[src/design/sqd_entry_ram.sv]
// Single-port entry store for all queues, registered read data.
`default_nettype none
module sqd_entry_ram #(
  parameter int DEPTH       = 288,
  parameter int VALUE_WIDTH = 16,
  parameter int AW          = $clog2(DEPTH)
) (
  input  wire logic                   clk,
  input  wire logic                   we,
  input  wire logic                   re,
  input  wire logic [AW-1:0]          addr,
  input  wire logic [VALUE_WIDTH-1:0] wdata,
  output logic      [VALUE_WIDTH-1:0] rdata
);

  logic [VALUE_WIDTH-1:0] mem [DEPTH];

  always_ff @(posedge clk) begin
    if (we) begin
      mem[addr] <= wdata;
    end
    if (re) begin
      rdata <= mem[addr];
    end
  end

endmodule
`default_nettype wire

[config.mk]
export PLATFORM = sky130hd
export DESIGN_NAME = sqd_entry_ram
export DESIGN_NICKNAME = d
export VERILOG_FILES = /design/src/design/sqd_entry_ram.sv
export SDC_FILE = /design/constraint.sdc
export NUM_CORES = 2
export LEC_CHECK = 0
export BUFFER_PORTS_ARGS = -buffer_cell sky130_fd_sc_hd__buf_2
export CORE_MARGIN = 2
export CORE_UTILIZATION = 35
export CTS_BUF_LIST = sky130_fd_sc_hd__clkbuf_8
export DETAILED_ROUTE_END_ITERATION = 8
export PLACE_DENSITY_LB_ADDON = 0.1
export SLEW_MARGIN = 20
export SYNTH_ARGS = -nofsm -noshare
export SYNTH_HDL_FRONTEND = slang
export SYNTH_MEMORY_MAX_BITS = 65536
export SYNTH_SLANG_ARGS = --single-unit
[constraint.sdc]
create_clock -name clk -period 4.48 [get_ports clk]
set_clock_uncertainty 0.1 [all_clocks]
set_input_delay 0.896 -clock clk [delete_from_list [all_inputs] [get_ports clk]]
set_output_delay 0.896 -clock clk [all_outputs]
set_load 0.01 [all_outputs]
==> flow_summary.yaml <==
placement:
  dpl.hpwl_um: 369000
  placement.io_buffers: 43
  place.gp.congestion: 0.834
clocking:
  insertion_delay_ns: 1.34
  cts-root-buf: "clkbuf_8"
  cts_resized: 0
  h-tree-depth: 6
  path_clk_slew_ns: 0.06
  clkSinkCount: 4624
  cts_buffers: 781
  cts_tree: "yes"
  clockBufferDepth: 4
  cts_setup_buffers: 0
final_layout:
  final_common_cell: "edfxtp_1"
  fill_cells: 44600
  nets: 9340
  syn_to_final_growth_pct: 18.1
  final_layout_size_suffix_gt1_share_pct: 35.3
  mostFrequentLayoutCells: "4624 x edfxtp_1, 1139 x mux4_2, 818 x buf_4"
  final_core_util_pct: 41.5
timing:
  setup_viol: 0
  holdWs_ns: 0.105
  slew_viol_final: 0
  setup_tns_ns: 0
  slew_headroom_pct: 20.6
  tightest_slew_ns: 1.19
  post-route-period-util_pct: 82.1
  rsz0062_at_grt: "false"
  fmax_mhz: 272
  finalHoldViolations: 0
  period_minus_slack_ns: 3.68
critical_path:
  setup.worst_path.start: "addr[1]"
  cpMaxStageDelayCell: "a221oi_1"
  worstPathArrival_ns: 4.62
  cp_max_fo: 25
  worstPathRequired_ns: 5.42
  cpMostUsedCell: "buf_12"
  crit_family: "compound AO/OA/AOI/OAI gates"
  critPathMaxStageDelay_ns: 0.94
  endpoint_kind: "flip-flop"
  critPathBufInv: 5
  crit_type: "primary input to flip-flop"
  cp-start-kind: "primary input"
  r2r_slack_ns: 1.02
  r2r_start: "mem[231][3]$_DFFE_PP_"
  path_cells: "buf_12, buf_12, buf_12, buf_4, mux4_2, mux4_2, a22o_1, a221oi_1, buf_4, o221ai_1"
die:
  initial_core_util_pct: 35.2
  die_x_um: 717
  die_y_um: 717
  dieArea_um2: 514000
  num_io_pins: 44
  row_count: 261
  core_um2: 506000
synthesis:
  synth-xor-area-share_pct: 0
  syn_avg_cell_area_um2: 22.6
  ys_warn_count: 0
  synth_enable_flop_cells: 4624
  ys_seq_area_share_pct: 78.1
  synth-compound-area-share_pct: 2.20
  async_flop_share_pct: 0
  syn_nets: 7907
  synth-simple-area-share_pct: 1.74
  synth_area_um2: 178000
  synth_adder_area_share_pct: 0
  synth-main-ff-cell: "edfxtp_1"
  yosysUniqueCellTypes: 68
  muxShareOfSynthArea_pct: 16.5
  syn_inst: 7879
  synth_top_family_by_area: "multiplexers"
  synth_seq_cells: 4624
grt:
  grt_max_degree: 120
  grt_pass1_wl_um: 797000
  grt_overflow: 0
  globalRouteTotalUtil_pct: 22.6
  grt_pass1_vias: 93100
  antenna_found_initial: 53
power:
  ir_drop_v: 0.000371
  total_power_mw: 87.8
  power.leakage_nw: 67.5
  powerDensity_nw_per_um2: 418
detailed_routing:
  num_vias: 90800
  drt-initial-drc-count: 10600
  remaining_drc_errors: 0
  wl_per_cell_um: 35.2
  drt-vias-per-instance: 5.46
  drt-total-wl_um: 586000
  dr.pass1.iters: 8
  drtAntennaViolNets: 0
min_path:
  hold_path.class: "primary input to flip-flop"
  hp-start: "wdata[9]"
run_status:
  status: "finished clean"
flow_run:
  drv_cap: 0
## kinds of logic after synthesis
logic type | Yosys count
mux | 1510
flops | 4624
compound gates | 558
simple gates | 719
buf+inv | 468
## layer usage
| metal | vias up | GRT usage, % | share of wire, % |
|---|---|---|---|
| met1 | 50100 | 32.4 | 44 |
| met5 | - | 0 | 0.0087 |
| met4 | 8 | 5.15 | 2.3 |
| li1 | 36600 | - | - |
| met2 | 3423 | 36.2 | 47 |
| met3 | 737 | 3.77 | 6.6 |
## synthesized netlist by cell type, drive strengths merged, types with 4 or more instances
master      n  area, um^2
mux2       35         394
a21oi      97         485
a31o        4        35.0
nand4      11        68.8
a221oi     48         420
a221o       7        70.1
a22o       15         131
o22ai      30         188
mux2i     336        3360
mux4     1139       25700
nor3       31         155
clkbuf    128         480
buf       329        1970
and3       24         150
o211ai     17         128
o311ai      5        43.8
nor4        7        43.8
a31oi      16         100
and2        4        25.0
o221ai     23         201
edfxtp   4624      139000
o31ai       5        37.5
a22oi     136        1020
nand2b      7        43.8
a211oi     21         158
nor2      334        1250
o2111ai     6        52.6
nand2     179         672
o32ai       5        43.8
o21ai      80         400
nor2b      18         113
a2111oi     8        70.1
nand3      87         435
inv        11        41.3
## worst register-to-register path: stages (launching register included)
cell and delay, ns:
edfxtp_1 0.36, mux4_2 0.50, mux4_2 0.58, a22o_1 0.34
a221oi_1 0.95, buf_4 0.25, o221ai_1 0.10
## repair_timing
action,in CTS,in global routing
hold buffers,13,0
endpoints found under the setup margin,0,0
endpoints found under the hold margin,406,0
## through the flow
stage,std cells,setup slack (ns),cell area (um^2)
3_3_place_gp,15200,-0.654,196000
2_1_floorplan,7879,0.562,178000
5_1_grt,16600,0.850,210000
6_report,16600,0.801,210000
4_1_cts,16600,0.899,210000
3_5_place_dp,15200,-0.528,196000
## worst paths after layout
kind / to / cells past startpoint
worst max register to register: rdata[3]$_DFFE_PP_ / 6
worst min register to register: rdata[3]$_DFFE_PP_ / 4
worst max-delay path: rdata[3]$_DFFE_PP_ / 10
worst min-delay path: mem[106][9]$_DFFE_PP_ / 1
## area by class of cell
| type | count | area (um^2) | area share (%) |
|---|---|---|---|
| Antenna cell | 24 | 60.1 | 0.0286 |
| Multi-Input combinational cell | 2787 | 37300 | 17.8 |
| Clock buffer | 786 | 10800 | 5.15 |
| Inverter | 11 | 58.8 | 0.0280 |
| Tap cell | 6706 | 8390 | 4.00 |
| Clock inverter | 600 | 3170 | 1.51 |
| Sequential cell | 4624 | 139000 | 66.1 |
| Timing Repair Buffer | 1107 | 11300 | 5.40 |
## flip-flops by register name, summed over array words and instances (netlist names)
register  cells
mem        4608
rdata        16
## power by group
part	total [mW]	switching [mW]	leakage, nW	internal [mW]
Sequential	47.8	0.0826	41.6	47.7
Combinational	5.43	3.48	17.8	1.95
Clock	34.6	17.6	8.13	17.0
Total	87.8	21.2	67.5	66.7
No activity file was read; power rests on OpenSTA's default activity.
