<file path="src/design/sqd_select.sv">
// Registered min/max occupancy compare tree, lowest index wins ties.
`default_nettype none
module sqd_select #(
  parameter int NUM_QUEUES  = 9,
  parameter int QUEUE_DEPTH = 32,
  parameter int IDX_W       = $clog2(NUM_QUEUES),
  parameter int CW          = $clog2(QUEUE_DEPTH + 1)
) (
  input  wire logic                     clk,
  input  wire logic                     rst,
  input  wire logic [NUM_QUEUES*CW-1:0] occ_flat,
  output logic      [IDX_W-1:0]         min_idx,
  output logic      [IDX_W-1:0]         max_idx,
  output logic                          all_full,
  output logic                          all_empty
);

  localparam int LV = IDX_W;
  localparam int P  = 1 << IDX_W;

  logic [CW-1:0]    lo_occ [LV+1][P];
  logic [IDX_W-1:0] lo_idx [LV+1][P];
  logic [CW-1:0]    hi_occ [LV+1][P];
  logic [IDX_W-1:0] hi_idx [LV+1][P];

  // Pad unused leaves so they never win: they sit above every real index.
  for (genvar i = 0; i < P; i++) begin : g_leaf
    if (i < NUM_QUEUES) begin : g_real
      assign lo_occ[0][i] = occ_flat[i*CW +: CW];
      assign hi_occ[0][i] = occ_flat[i*CW +: CW];
    end else begin : g_pad
      assign lo_occ[0][i] = '1;
      assign hi_occ[0][i] = '0;
    end
    assign lo_idx[0][i] = IDX_W'(i);
    assign hi_idx[0][i] = IDX_W'(i);
  end

  for (genvar l = 0; l < LV; l++) begin : g_lvl
    for (genvar n = 0; n < (P >> (l + 1)); n++) begin : g_node
      logic lo_b;
      logic hi_b;
      assign lo_b = lo_occ[l][2*n+1] < lo_occ[l][2*n];
      assign hi_b = hi_occ[l][2*n+1] > hi_occ[l][2*n];
      assign lo_occ[l+1][n] = lo_b ? lo_occ[l][2*n+1] : lo_occ[l][2*n];
      assign lo_idx[l+1][n] = lo_b ? lo_idx[l][2*n+1] : lo_idx[l][2*n];
      assign hi_occ[l+1][n] = hi_b ? hi_occ[l][2*n+1] : hi_occ[l][2*n];
      assign hi_idx[l+1][n] = hi_b ? hi_idx[l][2*n+1] : hi_idx[l][2*n];
    end
  end

  always_ff @(posedge clk) begin
    if (rst) begin
      min_idx   <= '0;
      max_idx   <= '0;
      all_full  <= 1'b0;
      all_empty <= 1'b1;
    end else begin
      min_idx   <= lo_idx[LV][0];
      max_idx   <= hi_idx[LV][0];
      all_full  <= lo_occ[LV][0] == CW'(QUEUE_DEPTH);
      all_empty <= hi_occ[LV][0] == '0;
    end
  end

endmodule
`default_nettype wire

</file>
<file path="config.mk">
export PLATFORM = sky130hd
export DESIGN_NAME = sqd_select
export DESIGN_NICKNAME = d
export VERILOG_FILES = /design/src/design/sqd_select.sv
export SDC_FILE = /design/constraint.sdc
export NUM_CORES = 1
export LEC_CHECK = 0
export BUFFER_PORTS_ARGS = -buffer_cell sky130_fd_sc_hd__buf_2
export CELL_PAD_IN_SITES_DETAIL_PLACEMENT = 0
export CELL_PAD_IN_SITES_GLOBAL_PLACEMENT = 2
export CORE_MARGIN = 4
export CORE_UTILIZATION = 30
export CTS_CLUSTER_SIZE = 30
export DETAILED_ROUTE_END_ITERATION = 8
export PLACE_DENSITY = 0.82
export SYNTH_ARGS = -nofsm -noshare
export SYNTH_HDL_FRONTEND = slang
export SYNTH_SLANG_ARGS = --single-unit
</file>
<file path="constraint.sdc">
create_clock -name clk -period 5.51 [get_ports clk]
set_input_delay 0.2755 -clock clk [delete_from_list [all_inputs] [get_ports clk]]
set_output_delay 0.2755 -clock clk [all_outputs]
set_load 0.005 [all_outputs]
</file>
==> impl_metrics.yaml <==
drt:
  drc: 0
  firstDrtPassIters: 4
  vias: 4181
  postRouteAntennaNets: 0
  routedWlPerCell_um: 15.32
  wl_mm: 12.57
  viasPerCell: 5.099
  drt_iter0_drc: 190
die:
  die_h_um: 113.4
  num_io_pins: 66
  dieArea_sq_um: 12870
  core_area_sq_um: 10840
  start_util_pct: 30.76
  die_x_um: 113.4
  rows: 38
sta:
  max_freq_mhz: 186.1
  tightest_slew_ns: 0.6928
  period_needed_ns: 5.375
  hold_viol: 0
  tns_ns: 0
  finalSetupViolations: 0
  fin_crit_sh_pct: 97.55
  finalMaxSlewViolations: 0
  relSlewSlack_pct: 53.67
finish:
  num-fill-cells: 958
  insertedDiodeCount: 0
  post-route-util_pct: 55.97
  regArea_sq_um: 200.2
  multi_input_area_sq_um: 3638
  drive_gt1_share_pct: 57.65
  syn_to_final_growth_pct: 81.95
  nNetsFinal: 802
setup_path:
  cpMaxStageDelayCell: "or3_4"
  worst-path-buf-inv: 7
  crit_arrival_ns: 5.51
  required_ns: 5.65
  path_class: "primary input to flop"
  path_delay_family: "compound AO/OA/AOI/OAI gates"
  slowest_delay_ns: 0.34
  cp-end-kind: "flop"
  startpoint_type: "primary input"
  crit_fanout: 5
global_routing:
  grt_pass1_vias: 4002
  antenna_found_initial: 0
  grt.overflow.total: 0
  grt_max_degree: 11
  grtUsageTotal_pct: 17.50
  grt_pass1_wl_mm: 18.66
clocking:
  numCtsBuffers: 3
  tritoncts: "built"
  postCtsHoldBufs: 0
  root_buffer: "clkbuf_8"
  clock-sinks: 10
  cts.reportedPaths.clkPinSlew_ns: 0.05
  cts_htree_levels: 1
  cts_buffer_depth: 2
synthesis:
  netlist_instances: 434
  yosys_warnings: 0
  syn_area_per_cell_sq_um: 7.683
  synthFlopType: "dfxtp_1"
  synth-edff-count: 0
  synth_nets: 555
  yosysUniqueCellTypes: 61
  synth-seq-area-share_pct: 6.004
  async_flop_share_pct: 0
  synth_area_sq_um: 3334
  synth_seq_cells: 10
pwr:
  vdd_drop_max_v: 0.0001700
  leakagePower_nw: 2.952
  power.total_w: 0.001799
  pwr_density_cell_nw_per_um2: 296.5
hold_path:
  holdPathEnd: "max_idx[0]$_SDFF_PP0_"
  worstHoldStart: "rst"
  hp-class: "primary input to flop"
  holdPathStages: 2
placement:
  portBuffers: 65
  hpwl_mm: 10.28
  gp_congestion: 0.9603
outcome:
  status: "finished clean"
run:
  drv_cap: 0
[what timing repair did]
item	in CTS	in global routing
buffers inserted	6	20
gates resized for setup	21	112
pin swaps	8	38
setup endpoints to repair	10	10
cloned	0	1
[final cells by class]
class	count	share of cell area [%]
multi-input combinational	358	59.97
tap	140	2.887
clock buffer	4	0.9074
sequential	10	3.300
timing repair buffer	252	29.35
inverter	56	3.588
[where the power goes]
| group | internal (W) | switching [W] |
|---|---|---|
| Clock | 0.0000630 | 0.0000315 |
| Sequential | 0.0000971 | 0.0000105 |
| Combinational | 0.000848 | 0.000749 |
[metrics by stage]
stage | worst slack (ns) | hold WS [ns] | area (sq um) | instances
4_1_cts | -0.01730 | 0.2473 | 5353 | 799
2_1_floorplan | -0.04883 | 0.3513 | 3490 | 434
6_report | 0.1352 | 0.2529 | 6067 | 820
5_1_grt | -0.1167 | 0.2641 | 6067 | 820
3_5_place_dp | -0.4824 | 0.4955 | 5147 | 789
3_3_place_gp | -0.3287 | 0.4979 | 5147 | 789
[registers in the layout, summed over array words and instances (netlist names)]
signal	cells
max_idx	4
min_idx	4
all_empty	1
all_full	1
[kinds of logic after synthesis]
kind of cell	Yosys count	share of synthesized area, %
compound gates	116	25.48
simple gates	115	17.71
buf+inv	66	7.430
fa+ha+maj	66	24.69
mux	58	17.90
flops	10	6.004
xor+xnor	3	0.7881
[metal layers]
metal / vias up / wire, um / track usage [%] / share of wire, %
met5: - / 0 / 0 / 0
met4: 0 / 119 / 3.045 / 0.95
met3: 12 / 490 / 1.061 / 3.9
met2: 78 / 6399 / 30.92 / 51
met1: 2001 / 5556 / 23.76 / 44
li1: 2090 / - / - / -
[synthesized netlist by cell type (3+ instances only)]
master    number  area (sq um)
nand2_1       20         75.07
o21a_1         6         45.04
a31o_2         3         26.28
clkbuf_1      10         37.54
nor4_1         4         25.02
mux2_2        12         135.1
o31ai_4        4         85.08
o31ai_1        3         22.52
and2_1         6         37.54
a211oi_1       5         37.54
nor2_1        33         123.9
ha_1          65         813.3
nor3_1         7         35.03
o21ai_0       19         95.09
nand3_1       13         65.06
mux2i_1       45         450.4
and3_1         3         18.77
and4_1         3         26.28
dfxtp_1       10         200.2
a21o_1        10         75.07
nor2b_1        8         50.05
inv_1         56         210.2
nand4_1        6         37.54
a21oi_1       38         190.2
[worst max path at each step]
stage / slack, ns / endpoint / cells past startpoint / start
final: 0.14 / max_idx[2]$_SDFF_PP0_ / 31 / occ_flat[39]
after global routing: -0.12 / all_empty$_SDFF_PP1_ / 34 / occ_flat[39]
after CTS: -0.02 / all_empty$_SDFF_PP1_ / 31 / occ_flat[13]
after detailed placement: -0.48 / all_empty$_SDFF_PP1_ / 28 / occ_flat[17]
after global placement: -0.33 / all_empty$_SDFF_PP1_ / 29 / occ_flat[17]
after floorplan: -0.05 / all_empty$_SDFF_PP1_ / 29 / occ_flat[43]
[cell usage in the layout, fill, tap and decap left out, drive strengths merged, types with 6 or more instances in the layout]
| cell | n |
|---|---|
| nor3 | 9 |
| mux2i | 45 |
| buf | 252 |
| a21o | 10 |
| ha | 65 |
| dfxtp | 10 |
| nand2 | 20 |
| a211oi | 6 |
| inv | 56 |
| o31ai | 7 |
| nand4 | 6 |
| a21oi | 40 |
| o21ai | 19 |
| and2 | 7 |
| nor2 | 34 |
| mux2 | 13 |
| nand3 | 13 |
| nor2b | 8 |
| o21a | 6 |
Power figures use the tool's default switching activity.
